## config.mk

```make
export PLATFORM = sky130hd
export DESIGN_NAME = ppr_queue
export DESIGN_NICKNAME = d
export VERILOG_FILES = /design/src/rtl/periodic_pair_repeat_counter_macros.svh /design/src/rtl/ppr_pkg.sv /design/src/rtl/ppr_queue.sv
export SDC_FILE = /design/constraint.sdc
export NUM_CORES = 1
export LEC_CHECK = 0
export ABC_AREA = 1
export ABC_CLOCK_PERIOD_IN_PS = 2000
export BUFFER_PORTS_ARGS = -buffer_cell sky130_fd_sc_hd__buf_2
export CAP_MARGIN = 20
export CORE_MARGIN = 2
export CORE_UTILIZATION = 59
export CTS_BUF_LIST = sky130_fd_sc_hd__clkbuf_2
export CTS_CLUSTER_DIAMETER = 40
export DETAILED_ROUTE_END_ITERATION = 10
export PLACE_DENSITY = 0.81
export SLEW_MARGIN = 25
export SYNTH_ARGS = -nofsm -noshare
export SYNTH_HDL_FRONTEND = slang
export SYNTH_SLANG_ARGS = --single-unit
```

## constraint.sdc

```tcl
create_clock -name clock -period 2 [get_ports clock]
set_input_delay 0.1 -clock clock [delete_from_list [all_inputs] [get_ports clock]]
set_output_delay 0.1 -clock clock [all_outputs]
set_load 0.03 [all_outputs]
```

## src/rtl/periodic_pair_repeat_counter_macros.svh

```systemverilog
// Assertion macros shared by the periodic pair repeat counter RTL.
// No dependencies; included by the modules that carry assertions.
`ifndef PERIODIC_PAIR_REPEAT_COUNTER_MACROS_SVH
`define PERIODIC_PAIR_REPEAT_COUNTER_MACROS_SVH
`ifndef SYNTHESIS
// Same-cycle implication: whenever ante holds, cons holds at that edge.
`define PPR_ASSERT_NOW(label, clk, rst, ante, cons) \
   label: assert property (@(posedge clk) disable iff (rst) (ante) |-> (cons)) \
      else $error("assertion failed");
// Next-cycle implication: whenever ante holds, cons holds at the next edge.
`define PPR_ASSERT_NEXT(label, clk, rst, ante, cons) \
   label: assert property (@(posedge clk) disable iff (rst) (ante) |=> (cons)) \
      else $error("assertion failed");
`else
`define PPR_ASSERT_NOW(label, clk, rst, ante, cons)
`define PPR_ASSERT_NEXT(label, clk, rst, ante, cons)
`endif
`endif

```

## src/rtl/ppr_pkg.sv

```systemverilog
`timescale 1ns / 1ps
// Package for the periodic pair repeat counter: widths, defaults, queue entry
// type and table state type. No dependencies.
package ppr_pkg;

   localparam int MAX_PERIOD_DEFAULT = 64;
   localparam int ALPHABET_DEFAULT   = 26;
   localparam int LETTER_W           = 5;
   localparam int PERIOD_W           = 7;
   localparam int TOTAL_W            = 10;
   localparam int COUNT_W            = 2;
   localparam int EPOCH_W            = 8;
   localparam int QUEUE_DEPTH        = 4;

   localparam logic [PERIOD_W-1:0] PERIOD_RESET = 7'd21;
   localparam logic [COUNT_W-1:0]  COUNT_SAT    = 2'd2;
   localparam logic [COUNT_W-1:0]  COUNT_ONCE   = 2'd1;

   // One classified letter on its way from the front to the table.
   typedef struct packed {
      logic                pair;
      logic [LETTER_W-1:0] first;
      logic [LETTER_W-1:0] second;
      logic                last;
   } pair_entry_type;

   typedef enum logic {
      ST_SWEEP,
      ST_RUN
   } table_state_type;

endpackage

```

## src/rtl/ppr_queue.sv

```systemverilog
`timescale 1ns / 1ps
// Small register FIFO of classified letters between front and back.
// Depends on ppr_pkg.
module ppr_queue #(
   parameter int DEPTH = ppr_pkg::QUEUE_DEPTH
) (
   input  logic                    clock,
   input  logic                    reset,
   input  logic                    push_valid,
   output logic                    push_ready,
   input  ppr_pkg::pair_entry_type push_entry,
   output logic                    pop_valid,
   input  logic                    pop_ready,
   output ppr_pkg::pair_entry_type pop_entry
);

   localparam int PW = $clog2(DEPTH);
   localparam int NW = $clog2(DEPTH + 1);

   ppr_pkg::pair_entry_type slots_ff [DEPTH];
   logic [PW-1:0] wr_ptr_ff, wr_ptr_in;
   logic [PW-1:0] rd_ptr_ff, rd_ptr_in;
   logic [NW-1:0] fill_ff, fill_in;
   logic          do_push, do_pop;

   assign push_ready = (fill_ff != NW'(DEPTH));
   assign pop_valid  = (fill_ff != '0);
   assign do_push    = push_valid && push_ready;
   assign do_pop     = pop_valid && pop_ready;
   assign pop_entry  = slots_ff[rd_ptr_ff];

   always_comb begin
      wr_ptr_in = wr_ptr_ff;
      rd_ptr_in = rd_ptr_ff;
      fill_in   = fill_ff;
      if (do_push) begin
         wr_ptr_in = (wr_ptr_ff == PW'(DEPTH - 1)) ? '0 : wr_ptr_ff + PW'(1);
      end
      if (do_pop) begin
         rd_ptr_in = (rd_ptr_ff == PW'(DEPTH - 1)) ? '0 : rd_ptr_ff + PW'(1);
      end
      if (do_push && !do_pop) begin
         fill_in = fill_ff + NW'(1);
      end else if (do_pop && !do_push) begin
         fill_in = fill_ff - NW'(1);
      end
   end

   always_ff @(posedge clock) begin
      if (reset) begin
         wr_ptr_ff <= '0;
         rd_ptr_ff <= '0;
         fill_ff   <= '0;
      end else begin
         wr_ptr_ff <= wr_ptr_in;
         rd_ptr_ff <= rd_ptr_in;
         fill_ff   <= fill_in;
      end
      if (do_push) begin
         slots_ff[wr_ptr_ff] <= push_entry;
      end
   end

endmodule

```

==> reports/results.txt <==
Number of clock buffers inserted by TritonCTS: 9
Buffers from clock root to sink, at most: 2
Most used cell along the critical path: inv_1
Commonest cells after routing, fill and taps aside: edfxtp_1, nor2_1, buf_2
Total number of placement rows: 22
Antenna violations before repair: 0
Seq cells post-synth: 57
Setup-failing EPs final: 0
Diode insertion count for antenna repair: 0
Nets in the synthesized netlist: 208
Synth Area in Compound Gates: 9.20%
Slowest stage delay, CP: 0.43 ns
Main combinational cell family by area after synthesis: simple AND/OR/NAND/NOR gates
Count of unresolved DRC violations after routing: 0
Final worst path period share: 94.5%
Area fraction in and, or, nand and nor cells after synthesis: 10.6%
Die Footprint: 4390 µm²
Initial Util: 62.0%
Type of the worst min-delay path: in -> reg
Worst-case clock skew: 0.0346 ns
Final min period: 1.89 ns
DRT antenna net count: 0
Fraction of layout instances using a drive strength above 1: 22.4%
Type of the worst setup path: reg -> reg
Post-Synth XOR/XNOR Area: 0.383%
Area added between synthesis and finish: 19.2%
Ratio of routed vias to standard cells: 5.23
Remaining global-route overflow: 0
Data arrival time of the critical path: 2.23 ns
Buffers and inverters on the worst path: 4
Vias in the first global route: 1,535
Leading cell type in the layout, fill and taps excluded: edfxtp_1
Nets: 264
HPWL after detailed placement: 2710 µm
DR iter-0 viols: 84
Maximum net fanout on the critical path: 7
Largest net degree at the start of global routing: 25
Portion of the post-synthesis area used by sequential elements: 70.9%
H-tree depth: 3
Proportion of synthesized area in mux cells: 0%
Largest delay share family, worst path: adder cells
Yosys warning total: 0
Power Density: 1270 nW/µm²
Endpoint type of the worst setup path: flop
Worst-case vdd ir drop: 0.000813 V
Unrepaired setup endpoints after global routing: false
CTS tree: built
Port Buffer Count: 29
Post-Syn Instances: 185
Required time of the critical path: 2.34 ns
Vertical die dimension: 66.2 µm
Transition time at the pin with the least slew margin: 0.399 ns
Horizontal die dimension: 66.2 µm
Type of element launching the critical path: flop
Average wire per cell in the routed design: 14.7 µm
I/O pin cnt: 30
Accumulated negative setup slack: 0 ns
Final-report max-slew violation count: 0
Overall power of the completed layout: 3450 µW
Placeable core region: 3690 µm²
Layout Utilization: 73.8%
Post-synthesis instance area: 2290 µm²
Critical Path Slowest Stage Cell: dfxtp_1
Worst setup margin: 0.111 ns
Leakage power of the design: 0.00108 µW
Global-route total usage across every layer: 21.9%
Relative slew slack: 73.4%
Root buf cell: clkbuf_2
Number of max-cap violations: 0
Worst setup slack after placement: 0.168 ns
Wire length of the first global-routing pass: 6800 µm
Total clock sinks: 57
TritonRoute pass-1 iters: 5
Status: completed
Clock slew seen by the registers of the worst setup and hold paths: 0.13 ns
Adder-cell share of the synthesized area: 4.16%
Clock latency at the later pin of the worst-skew pair: 0.45 ns
Fmax: 529 MHz
Total vias in the final route: 1,539
Placer congestion estimate: 0.738
Critical path cell sequence: nor2_2 -> nand2_2 -> nand2_2 -> inv_1 -> ha_1 -> inv_1 -> fa_1 -> inv_1 -> nand2_1 -> nand3_1 -> nand2_1 -> inv_1 -> nor2_1
Synth Area per Inst: 12.4 µm²
Number of unique standard cell types used by synthesis: 21
Final number of hold-violating endpoints: 0
Wirelength, routed: 4310 µm
==> state kept, by name, indices dropped and copies added (netlist names), named ones only <==
signal     cells
fill_ff        3
rd_ptr_ff      2
slots_ff      48
wr_ptr_ff      2
==> final timing paths <==
check	to	cells after the start	from	slack, ns
min reg2reg	wr_ptr_ff[1]	2	wr_ptr_ff[1]	0.55
max	fill_ff[2]	13	fill_ff[1]	0.11
min	fill_ff[0]	3	reset	0.36
max reg2reg	fill_ff[2]	13	fill_ff[1]	0.11
==> worst min-delay path, delay by kind of cell <==
kind	cells	cell delay [ns]
buffers and inverters	2	0.62
and+or+nand+nor	1	0.04
==> cell usage after synthesis <==
cell | instances | area (µm²)
xor2_1 | 1 | 8.76
ha_1 | 6 | 75.1
nand2_1 | 11 | 41.3
dfxtp_1 | 9 | 180
nand3b_1 | 2 | 15.0
a21oi_1 | 2 | 10.0
fa_1 | 1 | 20.0
nor2_1 | 40 | 150
inv_2 | 1 | 3.75
o21ai_0 | 9 | 45.0
inv_1 | 15 | 56.3
nand3_1 | 1 | 5.00
buf_6 | 2 | 22.5
o21ai_1 | 16 | 80.1
nor2_2 | 1 | 6.26
buf_2 | 2 | 10.0
nand4_1 | 1 | 6.26
buf_4 | 2 | 15.0
nand2_2 | 3 | 18.8
edfxtp_1 | 48 | 1440
o22ai_1 | 12 | 75.1
==> metal layers <==
layer,vias up,share of wire (%),GRT usage (%)
li1,763,-,-
met1,733,41,23.6
met2,41,53,38.8
met3,2,5.0,8.35
met4,0,0.56,8.42
met5,-,0,0
==> logic make-up after synthesis <==
kind of cell,count (synthesis)
xor gates and xnor gates,1
DFF,57
adders and majority gates,7
buffers and inverters,22
and+or+nand+nor,59
AOI/OAI and AO/OA,39
==> layout make-up <==
type | count | area [µm²]
Sequential cell | 57 | 1620
Timing Repair Buffer | 51 | 348
Fill cell | 251 | 965
Inverter | 16 | 60.1
Multi-Input combinational cell | 106 | 557
Clock buffer | 14 | 70.1
Clock inverter | 2 | 7.51
Tap cell | 48 | 60.1
==> power breakdown <==
| part | switching, µW | total [µW] | internal, µW |
|---|---|---|---|
| registers | 90.0 | 1550 | 1460 |
| logic | 931 | 1360 | 431 |
| clock network | 355 | 539 | 184 |
==> repair_timing <==
item                                    in CTS  in global routing
hold endpoints to repair                    57                  0
hold buffers                                15                  0
endpoints found under the setup margin       0                  1
buffers inserted                             0                  0
resized for setup                            0                  1
==> through the flow <==
step / hold WS [ns] / instances / instance area (µm²)
2_1_floorplan: 0.172 / 185 / 2290
3_3_place_gp: 0.272 / 263 / 2500
3_5_place_dp: 0.275 / 263 / 2500
4_1_cts: 0.306 / 294 / 2720
5_1_grt: 0.306 / 294 / 2720
6_report: 0.362 / 294 / 2720
(Power assumes the default switching activity.)
