File: src/rtl/periodic_pair_repeat_counter_macros.svh
// Assertion macros shared by the periodic pair repeat counter RTL.
// No dependencies; included by the modules that carry assertions.
`ifndef PERIODIC_PAIR_REPEAT_COUNTER_MACROS_SVH
`define PERIODIC_PAIR_REPEAT_COUNTER_MACROS_SVH
`ifndef SYNTHESIS
// Same-cycle implication: whenever ante holds, cons holds at that edge.
`define PPR_ASSERT_NOW(label, clk, rst, ante, cons) \
   label: assert property (@(posedge clk) disable iff (rst) (ante) |-> (cons)) \
      else $error("assertion failed");
// Next-cycle implication: whenever ante holds, cons holds at the next edge.
`define PPR_ASSERT_NEXT(label, clk, rst, ante, cons) \
   label: assert property (@(posedge clk) disable iff (rst) (ante) |=> (cons)) \
      else $error("assertion failed");
`else
`define PPR_ASSERT_NOW(label, clk, rst, ante, cons)
`define PPR_ASSERT_NEXT(label, clk, rst, ante, cons)
`endif
`endif

File: src/rtl/ppr_pkg.sv
`timescale 1ns / 1ps
// Package for the periodic pair repeat counter: widths, defaults, queue entry
// type and table state type. No dependencies.
package ppr_pkg;

   localparam int MAX_PERIOD_DEFAULT = 64;
   localparam int ALPHABET_DEFAULT   = 26;
   localparam int LETTER_W           = 5;
   localparam int PERIOD_W           = 7;
   localparam int TOTAL_W            = 10;
   localparam int COUNT_W            = 2;
   localparam int EPOCH_W            = 8;
   localparam int QUEUE_DEPTH        = 4;

   localparam logic [PERIOD_W-1:0] PERIOD_RESET = 7'd21;
   localparam logic [COUNT_W-1:0]  COUNT_SAT    = 2'd2;
   localparam logic [COUNT_W-1:0]  COUNT_ONCE   = 2'd1;

   // One classified letter on its way from the front to the table.
   typedef struct packed {
      logic                pair;
      logic [LETTER_W-1:0] first;
      logic [LETTER_W-1:0] second;
      logic                last;
   } pair_entry_type;

   typedef enum logic {
      ST_SWEEP,
      ST_RUN
   } table_state_type;

endpackage

File: src/rtl/ppr_ram.sv
`timescale 1ns / 1ps
// Generic single-write, single-read RAM with registered, enabled read.
// Read returns the old contents on a same-address write. No dependencies.
module ppr_ram #(
   parameter int WIDTH = 8,
   parameter int DEPTH = 64
) (
   input  logic                     clock,
   input  logic                     we,
   input  logic [$clog2(DEPTH)-1:0] waddr,
   input  logic [WIDTH-1:0]         wdata,
   input  logic                     re,
   input  logic [$clog2(DEPTH)-1:0] raddr,
   output logic [WIDTH-1:0]         rdata
);

   logic [WIDTH-1:0] mem_ff [DEPTH];
   logic [WIDTH-1:0] rdata_ff;

   always_ff @(posedge clock) begin
      if (we) begin
         mem_ff[waddr] <= wdata;
      end
      if (re) begin
         rdata_ff <= mem_ff[raddr];
      end
   end

   assign rdata = rdata_ff;

endmodule

File: src/rtl/ppr_front.sv
`timescale 1ns / 1ps
// Front of the periodic pair repeat counter: letter history ring and pair
// classification. Depends on ppr_pkg, ppr_ram and the macros header.
`include "periodic_pair_repeat_counter_macros.svh"
module ppr_front #(
   parameter int MAX_PERIOD = ppr_pkg::MAX_PERIOD_DEFAULT,
   parameter int ALPHABET   = ppr_pkg::ALPHABET_DEFAULT
) (
   input  logic                          clock,
   input  logic                          reset,
   input  logic [ppr_pkg::PERIOD_W-1:0]  cfg_period,
   input  logic                          req_valid,
   output logic                          req_ready,
   input  logic [ppr_pkg::LETTER_W-1:0]  req_letter,
   input  logic                          req_last,
   output logic                          out_valid,
   input  logic                          out_ready,
   output ppr_pkg::pair_entry_type       out_entry
);

   localparam int AW = $clog2(MAX_PERIOD);
   localparam int SW = $clog2(MAX_PERIOD + 1);
   localparam int CW = (SW > ppr_pkg::PERIOD_W) ? SW : ppr_pkg::PERIOD_W;
   localparam int EW = SW + 1;

   logic [AW-1:0] wp_ff, wp_in;
   logic [SW-1:0] seen_ff, seen_in;
   logic          s1_valid_ff, s1_valid_in;
   logic          s1_pair_ff, s1_pair_in;
   logic          s1_last_ff, s1_last_in;
   logic [ppr_pkg::LETTER_W-1:0] s1_letter_ff, s1_letter_in;

   logic [CW-1:0] period_wide;
   logic [SW-1:0] eff_period;
   logic [EW-1:0] wp_ext;
   logic [EW-1:0] rd_sum;
   logic [AW-1:0] rd_addr;
   logic          accept;
   logic          push;
   logic [ppr_pkg::LETTER_W-1:0] hist_rdata;

   // Clamp the period into 1 .. MAX_PERIOD.
   always_comb begin
      period_wide = CW'(cfg_period);
      if (cfg_period == '0) begin
         eff_period = SW'(1);
      end else if (period_wide > CW'(MAX_PERIOD)) begin
         eff_period = SW'(MAX_PERIOD);
      end else begin
         eff_period = SW'(period_wide);
      end
   end

   // Ring position of the letter one period back.
   always_comb begin
      wp_ext  = EW'(wp_ff);
      rd_sum  = wp_ext + ((wp_ext >= EW'(eff_period)) ? EW'(0) : EW'(MAX_PERIOD))
                - EW'(eff_period);
      rd_addr = rd_sum[AW-1:0];
   end

   assign push      = s1_valid_ff && out_ready;
   assign req_ready = !s1_valid_ff || out_ready;
   assign accept    = req_valid && req_ready;

   always_comb begin
      wp_in        = wp_ff;
      seen_in      = seen_ff;
      s1_valid_in  = push ? 1'b0 : s1_valid_ff;
      s1_pair_in   = s1_pair_ff;
      s1_last_in   = s1_last_ff;
      s1_letter_in = s1_letter_ff;
      if (accept) begin
         s1_valid_in  = 1'b1;
         s1_pair_in   = (seen_ff >= eff_period) && (int'(req_letter) < ALPHABET);
         s1_last_in   = req_last;
         s1_letter_in = req_letter;
         if (req_last) begin
            wp_in   = '0;
            seen_in = '0;
         end else begin
            wp_in   = (wp_ff == AW'(MAX_PERIOD - 1)) ? '0 : wp_ff + AW'(1);
            seen_in = (seen_ff < SW'(MAX_PERIOD)) ? seen_ff + SW'(1) : seen_ff;
         end
      end
   end

   always_ff @(posedge clock) begin
      if (reset) begin
         wp_ff       <= '0;
         seen_ff     <= '0;
         s1_valid_ff <= 1'b0;
      end else begin
         wp_ff       <= wp_in;
         seen_ff     <= seen_in;
         s1_valid_ff <= s1_valid_in;
      end
      s1_pair_ff   <= s1_pair_in;
      s1_last_ff   <= s1_last_in;
      s1_letter_ff <= s1_letter_in;
   end

   ppr_ram #(
      .WIDTH (ppr_pkg::LETTER_W),
      .DEPTH (MAX_PERIOD)
   ) u_history (
      .clock (clock),
      .we    (accept),
      .waddr (wp_ff),
      .wdata (req_letter),
      .re    (accept),
      .raddr (rd_addr),
      .rdata (hist_rdata)
   );

   assign out_valid        = s1_valid_ff;
   assign out_entry.pair   = s1_pair_ff && (int'(hist_rdata) < ALPHABET);
   assign out_entry.first  = hist_rdata;
   assign out_entry.second = s1_letter_ff;
   assign out_entry.last   = s1_last_ff;

   `PPR_ASSERT_NEXT(a_stage_hold, clock, reset, s1_valid_ff && !out_ready,
      s1_valid_ff && $stable(s1_letter_ff) && $stable(s1_last_ff))
   `PPR_ASSERT_NOW(a_seen_range, clock, reset, 1'b1, seen_ff <= SW'(MAX_PERIOD))
   `PPR_ASSERT_NEXT(a_last_clears, clock, reset, accept && req_last,
      seen_ff == '0 && wp_ff == '0)

endmodule

File: config.mk
export PLATFORM = sky130hd
export DESIGN_NAME = ppr_front
export DESIGN_NICKNAME = d
export VERILOG_FILES = /design/src/rtl/ppr_pkg.sv /design/src/rtl/ppr_ram.sv /design/src/rtl/ppr_front.sv
export VERILOG_INCLUDE_DIRS = /design/src /design/src/rtl
export SDC_FILE = /design/constraint.sdc
export NUM_CORES = 1
export LEC_CHECK = 0
export BUFFER_PORTS_ARGS = -buffer_cell sky130_fd_sc_hd__buf_2
export CAP_MARGIN = 20
export CORE_ASPECT_RATIO = 0.5
export CORE_MARGIN = 8
export CORE_UTILIZATION = 60
export CTS_CLUSTER_DIAMETER = 60
export DETAILED_ROUTE_END_ITERATION = 7
export GPL_ROUTABILITY_DRIVEN = 0
export PLACE_DENSITY_LB_ADDON = 0.1
export REMOVE_ABC_BUFFERS = 1
export SLEW_MARGIN = 15
export SYNTH_ARGS = -nofsm -noshare
export SYNTH_HDL_FRONTEND = slang
export SYNTH_SLANG_ARGS = --single-unit
File: constraint.sdc
create_clock -name clock -period 5.39 [get_ports clock]
set_clock_uncertainty 0.05 [all_clocks]
set_input_delay 1.078 -clock clock [delete_from_list [all_inputs] [get_ports clock]]
set_output_delay 1.078 -clock clock [all_outputs]
set_load 0.02 [all_outputs]
==> results.py, run 1 <==
metrics = {
    "outcome": {
        "status": "completed",
    },
    "floorplanning": {
        "die_area_um2": 28970,
        "rows": 39,
        "core_region_area_um2": 22930,
        "ioPinCount": 31,
        "chipWidth_um": 232.8,
        "die_y_um": 124.4,
        "initial_core_util_pct": 61.50,
    },
    "synth": {
        "ys_seq_elements": 346,
        "yosys_warnings": 0,
        "synthAdderAreaFrac_pct": 1.384,
        "synth_mux_area_share_pct": 15.24,
        "synth.distinct_cells": 44,
        "synth_compound_area_share_pct": 2.848,
        "async_reset_ff_share_pct": 0,
        "ys.flop_type": "edfxtp_1",
        "yosys.area_share.simple_pct": 5.385,
        "syn_area_per_cell_um2": 18.46,
        "synthCells": 764,
        "ys_seq_area_share_pct": 72.67,
        "synth_top_family_by_area": "multiplexers",
        "syn_area_um2": 14100,
        "synth_edf_count": 332,
        "synth_xor_xnor_area_share_pct": 0.8516,
    },
    "global_routing": {
        "antenna_found_initial": 0,
        "grt_pass1_vias": 7128,
        "grt_pass1_wl_mm": 44.56,
        "grt_max_degree": 45,
        "grt_usage_pct": 20.50,
        "grt_overflow_total": 0,
    },
    "pwr": {
        "power.total_w": 0.005549,
        "powerDensity_nw_per_um2": 358.7,
        "p_leak_nw": 5.027,
        "vdd_ir_drop_max_mv": 0.2695,
    },
    "route": {
        "wl_per_cell_um": 25.95,
        "routed-wl-met3_mm": 2.484,
        "vias": 7130,
        "drc": 0,
        "wl_met2_mm": 13.61,
        "wl_met1_mm": 12.85,
        "ant_nets": 0,
        "dr.first_iter.drc_count": 864,
        "viasPerCell": 6.299,
        "drt_pre_antenna_iters": 5,
        "drt-total-wl_mm": 29.37,
        "routed.top_layer": "met4",
    },
    "cells_and_area": {
        "ff_latch_area_um2": 10250,
        "n_fill_cell": 1508,
        "synthToLayoutAreaGrowth_pct": 9.678,
        "fin_util_pct": 67.45,
        "nNetsFinal": 836,
        "drive_above_1_share_pct": 22.55,
        "diodes": 0,
        "multi_input_comb_area_um2": 3654,
    },
    "worst_setup_path": {
        "worst_path_max_delay_cell": "fa_4",
        "crit_start": "cfg_period[4]",
        "worst_path_largest_cell_delay_ns": 0.92,
        "crit_chain": "buf_2 > nor3_1 > a21oi_1 > nor2_1 > ha_4 > fa_4 > buf_4 > buf_4 > mux4_2 > a211oi_1 > a21oi_1 > nor3_1 > nor4_1",
        "critPathKind": "input pin to flip-flop",
        "cp_top_family": "adder cells",
        "path_buf_inv": 3,
        "critPathMaxFanout": 15,
        "r2r_start": "wp_ff[1]",
        "crit_path_start_kind": "input pin",
        "worstPathRequired_ns": 5.64,
        "cp-end-kind": "flip-flop",
        "cp.arrival_ns": 4.06,
    },
    "cts": {
        "postCtsSetupBuffers": 0,
        "cts_hold_buf": 0,
        "cts_tree": "yes",
        "clock_path_buffers": 3,
        "cts-buffers-inserted": 29,
        "cts.sinks": 346,
        "cts_root_buf": "clkbuf_16",
        "htreeDepth": 1,
        "cts_resized": 0,
        "clk_pin_slew_ns": 0.06,
        "clock_latency_ns": 0.55,
    },
    "place": {
        "portBuffers": 30,
        "place_ws_ns": 1.004,
        "post-dp-hpwl_mm": 19.43,
    },
    "timing": {
        "min_period_ns": 3.807,
        "fmax_mhz": 262.6,
        "min_period_over_period_pct": 70.64,
        "fin_ws_ns": 1.583,
        "grt_setup_unrepaired": "no",
        "maxSlewViolCount": 0,
        "finalSetupViolations": 0,
        "tns_ns": 0,
        "hold_violations": 0,
        "max-slew-margin-rel_pct": 35.02,
        "worst_pin_slew_ns": 0.9711,
    },
    "min_path": {
        "hold_path.class": "flip-flop to flip-flop",
        "holdCritStartpoint": "out_valid",
    },
    "run": {
        "cap_violations": 0,
    },
}
==> kinds of logic after synthesis <==
| logic type | count (synthesis) |
|---|---|
| AO/OA/AOI/OAI | 57 |
| buffers and inverters | 47 |
| AND/OR/NAND/NOR | 173 |
| adder cells (fa/ha/maj) | 15 |
| flip-flops | 346 |
| multiplexers | 114 |
| XOR/XNOR | 12 |
==> state kept, by name, indices dropped and copies added, names as in the netlist <==
signal,count
s1_pair_ff,1
u_history.mem_ff,320
wp_ff,6
s1_last_ff,1
s1_letter_ff,5
seen_ff,7
u_history.rdata,5
out_valid,1
==> tightest hold or removal path: cells and delay by family (launching register included) <==
family          cells  cell delay, ns
flops               1            0.31
compound gates      1            0.07
simple gates        1            0.09
==> synth_stat cells (2+ instances only) <==
master | n | area (um^2)
or3b_2 | 2 | 17.52
clkbuf_1 | 20 | 75.07
mux2_2 | 6 | 67.56
buf_6 | 2 | 22.52
nor2_1 | 101 | 379.1
o211ai_1 | 4 | 30.03
xnor2_1 | 3 | 26.28
nand4_1 | 2 | 12.51
a21oi_1 | 13 | 65.06
buf_4 | 8 | 60.06
buf_1 | 3 | 11.26
or2_2 | 2 | 12.51
dfxtp_1 | 14 | 280.3
nor3_1 | 9 | 45.04
xor2_1 | 7 | 61.31
o2111a_1 | 4 | 45.04
ha_1 | 14 | 175.2
buf_2 | 6 | 30.03
a21oi_2 | 2 | 17.52
o21ai_0 | 6 | 30.03
o22ai_1 | 4 | 25.02
mux2i_1 | 28 | 280.3
nand2b_1 | 6 | 37.54
nand3_1 | 8 | 40.04
a211oi_1 | 9 | 67.56
edfxtp_1 | 332 | 9970
a21o_1 | 6 | 45.04
nor2b_1 | 8 | 50.05
a32oi_1 | 6 | 52.55
mux4_2 | 80 | 1802
inv_1 | 8 | 30.03
nor4_1 | 4 | 25.02
or3_1 | 4 | 25.02
nand2_1 | 23 | 86.33
==> placed cells by master, fill, tap and decap left out, types with 7 or more instances in the layout <==
cell,Yosys,routed
edfxtp_1,332,332
dfxtp_1,14,14
buf_2,6,30
nand3_1,8,8
nor2b_1,8,8
a211oi_1,9,9
mux4_2,80,80
clkbuf_16,0,29
a21oi_1,13,13
xor2_1,7,7
inv_1,8,8
ha_1,14,13
buf_4,8,17
nor2_1,101,101
nor3_1,9,9
clkinv_2,0,9
mux2i_1,28,28
nand2_1,23,23
==> report_power, final <==
part           switching (W)  leakage, nW  internal (W)  total [W]
Sequential         0.0000121         3.11       0.00297    0.00298
Combinational       0.000362         1.49      0.000268   0.000630
Clock               0.000906        0.428       0.00103    0.00194
Total                0.00128         5.03       0.00427    0.00555
==> cell type report <==
type	instances	area share [%]
Multi-Input combinational cell	371	23.62
Inverter	8	0.1941
Sequential cell	346	66.26
Clock inverter	17	0.6875
Timing Repair Buffer	48	1.925
Clock buffer	35	4.837
Tap cell	307	2.483
==> layer usage <==
metal	vias to the layer above	global-route usage, %
li1	3134	-
met1	3660	30.74
met2	297	30.77
met3	39	5.161
met4	0	3.370
met5	-	0
==> worst paths after layout <==
kind	endpoint	slack [ns]	cells past startpoint
worst max-delay path	u_history.rdata[4]	1.58	13
worst min-delay path	out_valid	0.47	2
worst max register to register	u_history.rdata[4]	1.80	9
worst min register to register	out_valid	0.47	2
==> stage by stage <==
step | cell area, um^2 | hold slack (ns) | instances
final | 15470 | 0.4699 | 1132
after global routing | 15470 | 0.4892 | 1132
after CTS | 15470 | 0.4734 | 1132
after detailed placement | 14620 | 0.4642 | 1080
after global placement | 14620 | 0.4515 | 1080
after floorplan | 13910 | 0.4562 | 725
(Power assumes the default switching activity.)
==> run 2, diff against run 1 <==
CORE_UTILIZATION = 56   (was 60)
clock period = 3.5 ns   (was 5.39 ns; I/O delays follow)
==> results.py, run 2 (synthesized netlist as in run 1, its figures left out) <==
metrics = {
    "cts": {
        "clk_pin_slew_ns": 0.07,
        "clock_latency_ns": 0.56,
        "cts_tree": "yes",
        "cts_root_buf": "clkbuf_16",
        "htreeDepth": 1,
        "clock_path_buffers": 3,
        "cts.sinks": 346,
        "cts-buffers-inserted": 29,
        "cts_hold_buf": 0,
    },
    "timing": {
        "worst_pin_slew_ns": 0.8586,
        "min_period_over_period_pct": 94.67,
        "max-slew-margin-rel_pct": 42.76,
        "min_period_ns": 3.313,
        "finalSetupViolations": 0,
        "fmax_mhz": 301.8,
        "hold_violations": 0,
        "maxSlewViolCount": 0,
        "grt_setup_unrepaired": "no",
    },
    "route": {
        "drc": 0,
        "ant_nets": 0,
        "wl_met2_mm": 13.99,
        "dr.first_iter.drc_count": 804,
        "wl_met1_mm": 14.08,
        "routed.top_layer": "met4",
        "routed-wl-met3_mm": 2.023,
        "wl_per_cell_um": 25.56,
        "drt_pre_antenna_iters": 5,
        "viasPerCell": 6.059,
        "vias": 7265,
        "drt-total-wl_mm": 30.65,
    },
    "outcome": {
        "status": "completed",
    },
    "cells_and_area": {
        "top_register": "u_history.mem_ff",
        "final_area_um2": 15910,
        "drive_above_1_share_pct": 25.26,
        "reg.largest.list": "u_history.mem_ff (320), seen_ff (7), wp_ff (6)",
        "synthToLayoutAreaGrowth_pct": 12.80,
        "largest_reg_flops": 320,
        "final_cell_mix": "edfxtp_1, nor2_1, mux4_2, buf_4, buf_2",
        "nNetsFinal": 865,
        "diodes": 0,
        "fin_cells": 1199,
        "layout_commonest_cell": "edfxtp_1",
    },
    "global_routing": {
        "grt_max_degree": 49,
        "antenna_found_initial": 0,
        "grt_usage_pct": 20.43,
        "grt_pass1_vias": 7382,
        "grt_overflow_total": 0,
        "grt_pass1_wl_mm": 46.69,
    },
    "pwr": {
        "p_switching_w": 0.002025,
        "vdd_ir_drop_max_mv": 0.3238,
        "power.total_w": 0.008756,
        "p_int_w": 0.006731,
        "p_comb_share_pct": 12.4,
        "p_seq_share_pct": 52.4,
        "powerDensity_nw_per_um2": 550.3,
        "p_leak_nw": 5.221,
        "swShare_pct": 23.13,
        "clkPwrFrac_pct": 35.2,
    },
    "worst_setup_path": {
        "cp-end-kind": "flip-flop",
        "rr_endpoint": "u_history.rdata[1]",
        "crit_path_start_kind": "input pin",
        "endpoint": "u_history.rdata[1]",
        "r2r_start": "wp_ff[0]",
        "cp.arrival_ns": 3.57,
        "worstPathRequired_ns": 3.76,
        "critPathMaxFanout": 13,
        "ff2ff_path_depth": 9,
        "r2r_slack_ns": 0.30,
        "crit_start": "cfg_period[4]",
        "critPathKind": "input pin to flip-flop",
    },
    "floorplanning": {
        "die_y_um": 128.2,
        "chipWidth_um": 240.4,
        "core_region_area_um2": 24980,
        "ioPinCount": 31,
        "initial_core_util_pct": 56.46,
        "rows": 41,
        "die_area_um2": 30830,
    },
    "run": {
        "cap_violations": 0,
    },
    "min_path": {
        "hold_path.class": "input pin to flip-flop",
    },
    "place": {
        "post-dp-hpwl_mm": 20.23,
        "portBuffers": 30,
        "place_area_um2": 15010,
        "place_inst": 1145,
    },
}
-- run 2: how the worst min path moves through the flow --
| stage | cells past startpoint | end | from | slack (ns) |
|---|---|---|---|---|
| finish | 1 | s1_last_ff | req_last | 0.31 |
| global route | 1 | s1_last_ff | req_last | 0.30 |
| CTS | 1 | s1_last_ff | req_last | 0.29 |
| detailed placement | 2 | out_valid | out_valid | 0.48 |
| global placement | 2 | out_valid | out_valid | 0.45 |
| floorplan | 2 | seen_ff[1] | seen_ff[1] | 0.46 |
-- run 2: repair_timing --
| item | in CTS | in global routing |
|---|---|---|
| resized for setup | 0 | 3 |
| buffers inserted | 0 | 1 |
| endpoints found under the setup margin | 0 | 5 |
-- run 2: routing by layer --
metal	global-route usage, %	up-vias
li1	-	3195
met5	0	-
met2	30.91	246
met4	4.297	0
met1	30.41	3778
met3	4.485	46
-- run 2: metrics by stage --
stage / setup TNS [ns] / hold slack (ns) / util [%] / setup WS [ns]
2_1_floorplan: -10.86 / 0.4562 / - / -2.231
3_3_place_gp: -1.916 / 0.4507 / 60.08 / -0.4309
3_5_place_dp: -2.091 / 0.4755 / 60.08 / -0.4474
4_1_cts: 0 / 0.2913 / 63.62 / 0.1405
5_1_grt: 0 / 0.3028 / 63.69 / 0.007075
6_report: 0 / 0.3144 / 63.69 / 0.1867
-- run 2: critical path, cell delays in order --
cell,delay [ns]
buf_2,0.09
nor3_1,0.05
a21oi_1,0.18
nor2_2,0.08
ha_4,0.16
fa_4,0.97
buf_4,0.26
buf_4,0.15
mux4_2,0.30
mux2_2,0.30
o22ai_1,0.23
nor4_1,0.09
-- run 2: cell type report --
type	instances	area, um^2
Timing Repair Buffer	77	653.1
Clock inverter	17	131.4
Multi-Input combinational cell	371	3664
Sequential cell	346	10250
Inverter	8	30.03
Clock buffer	36	752.0
Tap cell	344	430.4
Fill cell	1767	9072
-- run 2: power by group through the flow --
| stage | clock (W) | sequential, W | combinational [W] |
|---|---|---|---|
| global route | 0.00330 | 0.00459 | 0.00116 |
| detailed placement | 0 | 0.00468 | 0.00109 |
| finish | 0.00308 | 0.00459 | 0.00109 |
| global placement | 0 | 0.00468 | 0.00108 |
| CTS | 0.00314 | 0.00459 | 0.00109 |
| floorplan | 0 | 0.00469 | 0.000650 |
==> run 3, diff against run 2 <==
SYNTH_HIERARCHICAL = 1   (was default)
clock period = 2.9 ns   (was 3.5 ns; I/O delays follow)
==> results.py, run 3 <==
metrics = {
    "timing": {
        "maxSlewViolCount": 0,
        "min_period_over_period_pct": 103.0,
        "max-slew-margin-rel_pct": 38.93,
        "fmax_mhz": 334.9,
        "fin_ws_ns": -0.08565,
        "min_period_ns": 2.986,
        "grt_setup_unrepaired": "yes",
        "whs_ns": 0.1661,
        "tns_ns": -0.2393,
        "hold_violations": 0,
        "finalSetupViolations": 4,
        "worst_pin_slew_ns": 0.9161,
    },
    "pwr": {
        "p_seq_share_pct": 50.3,
        "powerDensity_nw_per_um2": 651.1,
        "vdd_ir_drop_max_mv": 0.6500,
        "clkPwrFrac_pct": 35.4,
        "p_leak_nw": 5.593,
        "p_comb_share_pct": 14.3,
        "p_int_w": 0.008425,
        "p_switching_w": 0.002579,
        "swShare_pct": 23.43,
    },
    "cells_and_area": {
        "top_register": "u_history/mem_ff",
        "drive_above_1_share_pct": 35.77,
        "final_cell_mix": "edfxtp_1, buf_4, nor2_1, mux4_2, clkbuf_16",
        "diodes": 0,
        "layout_commonest_cell": "edfxtp_1",
        "reg.largest.list": "u_history/mem_ff (320), seen_ff (7), wp_ff (6)",
        "synthToLayoutAreaGrowth_pct": 19.44,
        "fin_util_pct": 67.51,
        "largest_reg_flops": 320,
        "nNetsFinal": 940,
    },
    "place": {
        "place_ws_ns": -0.8520,
        "portBuffers": 30,
        "post-dp-hpwl_mm": 21.35,
    },
    "cts": {
        "cts_root_buf": "clkbuf_16",
        "clock_latency_ns": 0.57,
        "htreeDepth": 1,
        "cts-buffers-inserted": 30,
        "cts_tree": "yes",
        "clock_path_buffers": 3,
        "cts.sinks": 346,
        "clk_pin_slew_ns": 0.08,
    },
    "outcome": {
        "violations": "negative setup slack",
        "status": "finished, violations left",
    },
    "route": {
        "drc": 0,
        "wl_per_cell_um": 25.45,
        "vias": 7734,
        "drt-total-wl_mm": 32.44,
        "ant_nets": 0,
        "dr.first_iter.drc_count": 977,
        "drt_pre_antenna_iters": 5,
        "viasPerCell": 6.066,
    },
    "global_routing": {
        "grt_pass1_vias": 7740,
        "antenna_found_initial": 0,
        "grt_usage_pct": 21.09,
        "grt_max_degree": 53,
        "grt_overflow_total": 0,
        "grt_pass1_wl_mm": 48.22,
    },
    "floorplanning": {
        "die_area_um2": 30920,
        "chipWidth_um": 240.8,
        "core_region_area_um2": 25030,
        "die_y_um": 128.4,
        "rows": 41,
        "initial_core_util_pct": 56.52,
        "ioPinCount": 31,
    },
    "worst_setup_path": {
        "critPathKind": "input pin to flip-flop",
        "worstPathRequired_ns": 3.16,
        "crit_path_start_kind": "input pin",
        "cp-end-kind": "flip-flop",
        "cp.arrival_ns": 3.25,
        "critPathMaxFanout": 8,
    },
    "synth": {
        "ys_top_cells_by_count": "edfxtp_1, nor2_1, mux4_2",
        "syn_area_um2": 14150,
        "synthCells": 757,
        "synth_top_area_share_pct": 70.46,
        "async_reset_ff_share_pct": 0,
        "synth_top_cell_by_area": "edfxtp_1",
        "synth_edf_count": 332,
        "ys_seq_area_share_pct": 72.44,
        "yosysMostFrequentCell": "edfxtp_1",
        "syn_area_per_cell_um2": 18.69,
        "yosys_warnings": 6,
        "ys_seq_elements": 346,
        "ys.flop_type": "edfxtp_1",
        "synth.distinct_cells": 57,
        "synthTopCellsByArea": "edfxtp_1, mux4_2, mux4_1, nor2_1, dfxtp_1",
    },
    "run": {
        "cap_violations": 0,
    },
    "min_path": {
        "hold_path.class": "input pin to flip-flop",
    },
}
-- run 3: changes by cell type after synthesis, sizes merged, moves of 7 or more --
cell / previous run / this run
a31oi: 1 / 9
a21oi: 15 / 22
o221ai: 0 / 7
a211oi: 9 / 0
nand3: 8 / 19
o22ai: 4 / 13
mux2i: 28 / 7
nor2: 102 / 75
-- run 3: layer usage --
| layer | up-vias | wire length, um | share of wire, % | GRT usage (%) |
|---|---|---|---|---|
| met5 | - | 0 | 0 | 0 |
| met4 | 0 | 571 | 1.8 | 4.518 |
| met3 | 48 | 2706 | 8.3 | 4.973 |
| met2 | 289 | 14460 | 45 | 32.09 |
| met1 | 4009 | 14700 | 45 | 31.16 |
| li1 | 3388 | - | - | - |
-- run 3: final timing paths --
check / startpoint / endpoint / slack, ns / cells after the start
min reg2reg: seen_ff[5] / seen_ff[5] / 0.46 / 2
max: cfg_period[5] / u_history/rdata[0] / -0.09 / 14
min: reset / seen_ff[2] / 0.17 / 2
max reg2reg: wp_ff[0] / u_history/rdata[0] / -0.09 / 11
-- run 3: through the flow --
stage,cell area [um^2],cells,power (W)
after floorplan,13870,718,0.006361
after global placement,15410,1199,0.006940
after detailed placement,15410,1199,0.006947
after CTS,16670,1265,0.01095
after global routing,16900,1275,0.01133
final,16900,1275,0.01100
-- run 3: logic make-up (layout without fill, tap and decap cells) --
group / Yosys count / in the layout / synth area share [%]
flip-flops: 346 / 346 / 72.44
AND/OR/NAND/NOR: 165 / 166 / 5.641
multiplexers: 99 / 99 / 14.55
AO/OA/AOI/OAI: 76 / 76 / 3.378
buffers and inverters: 51 / 224 / 2.299
adder cells (fa/ha/maj): 15 / 15 / 1.379
XOR/XNOR: 5 / 5 / 0.3095
-- run 3: layout make-up --
| cell class | count | area, um^2 |
|---|---|---|
| tap | 344 | 430.4 |
| timing repair buffer | 157 | 1396 |
| fill | 1704 | 8134 |
| multi-input combinational | 361 | 3821 |
| inverter | 12 | 50.05 |
| clock buffer | 37 | 798.3 |
| clock inverter | 18 | 152.6 |
| sequential | 346 | 10250 |
-- run 3: power groups by stage --
stage | registers (W) | clock network [W] | logic [W]
2_1_floorplan | 0.00566 | 0 | 0.000698
3_3_place_gp | 0.00564 | 0 | 0.00130
3_5_place_dp | 0.00564 | 0 | 0.00130
4_1_cts | 0.00553 | 0.00396 | 0.00146
5_1_grt | 0.00553 | 0.00414 | 0.00166
6_report | 0.00553 | 0.00389 | 0.00158
-- run 3: critical path, cell delays in order --
cell      delay, ns
buf_2          0.10
nor2_1         0.05
a21oi_2        0.17
nor2_4         0.06
ha_4           0.16
fa_2           0.41
xnor2_4        0.22
buf_12         0.15
buf_8          0.13
mux4_2         0.31
mux2_4         0.32
o221ai_4       0.22
a31oi_4        0.05
or3_1          0.31
-- run 3: what timing repair did --
action	4_1_cts	5_1_grt
gates resized for setup	37	44
pin swaps	10	14
cloned	2	1
buffers inserted	9	10
endpoints found under the hold margin	0	0
setup endpoints to repair	5	5
hold buffers	0	0
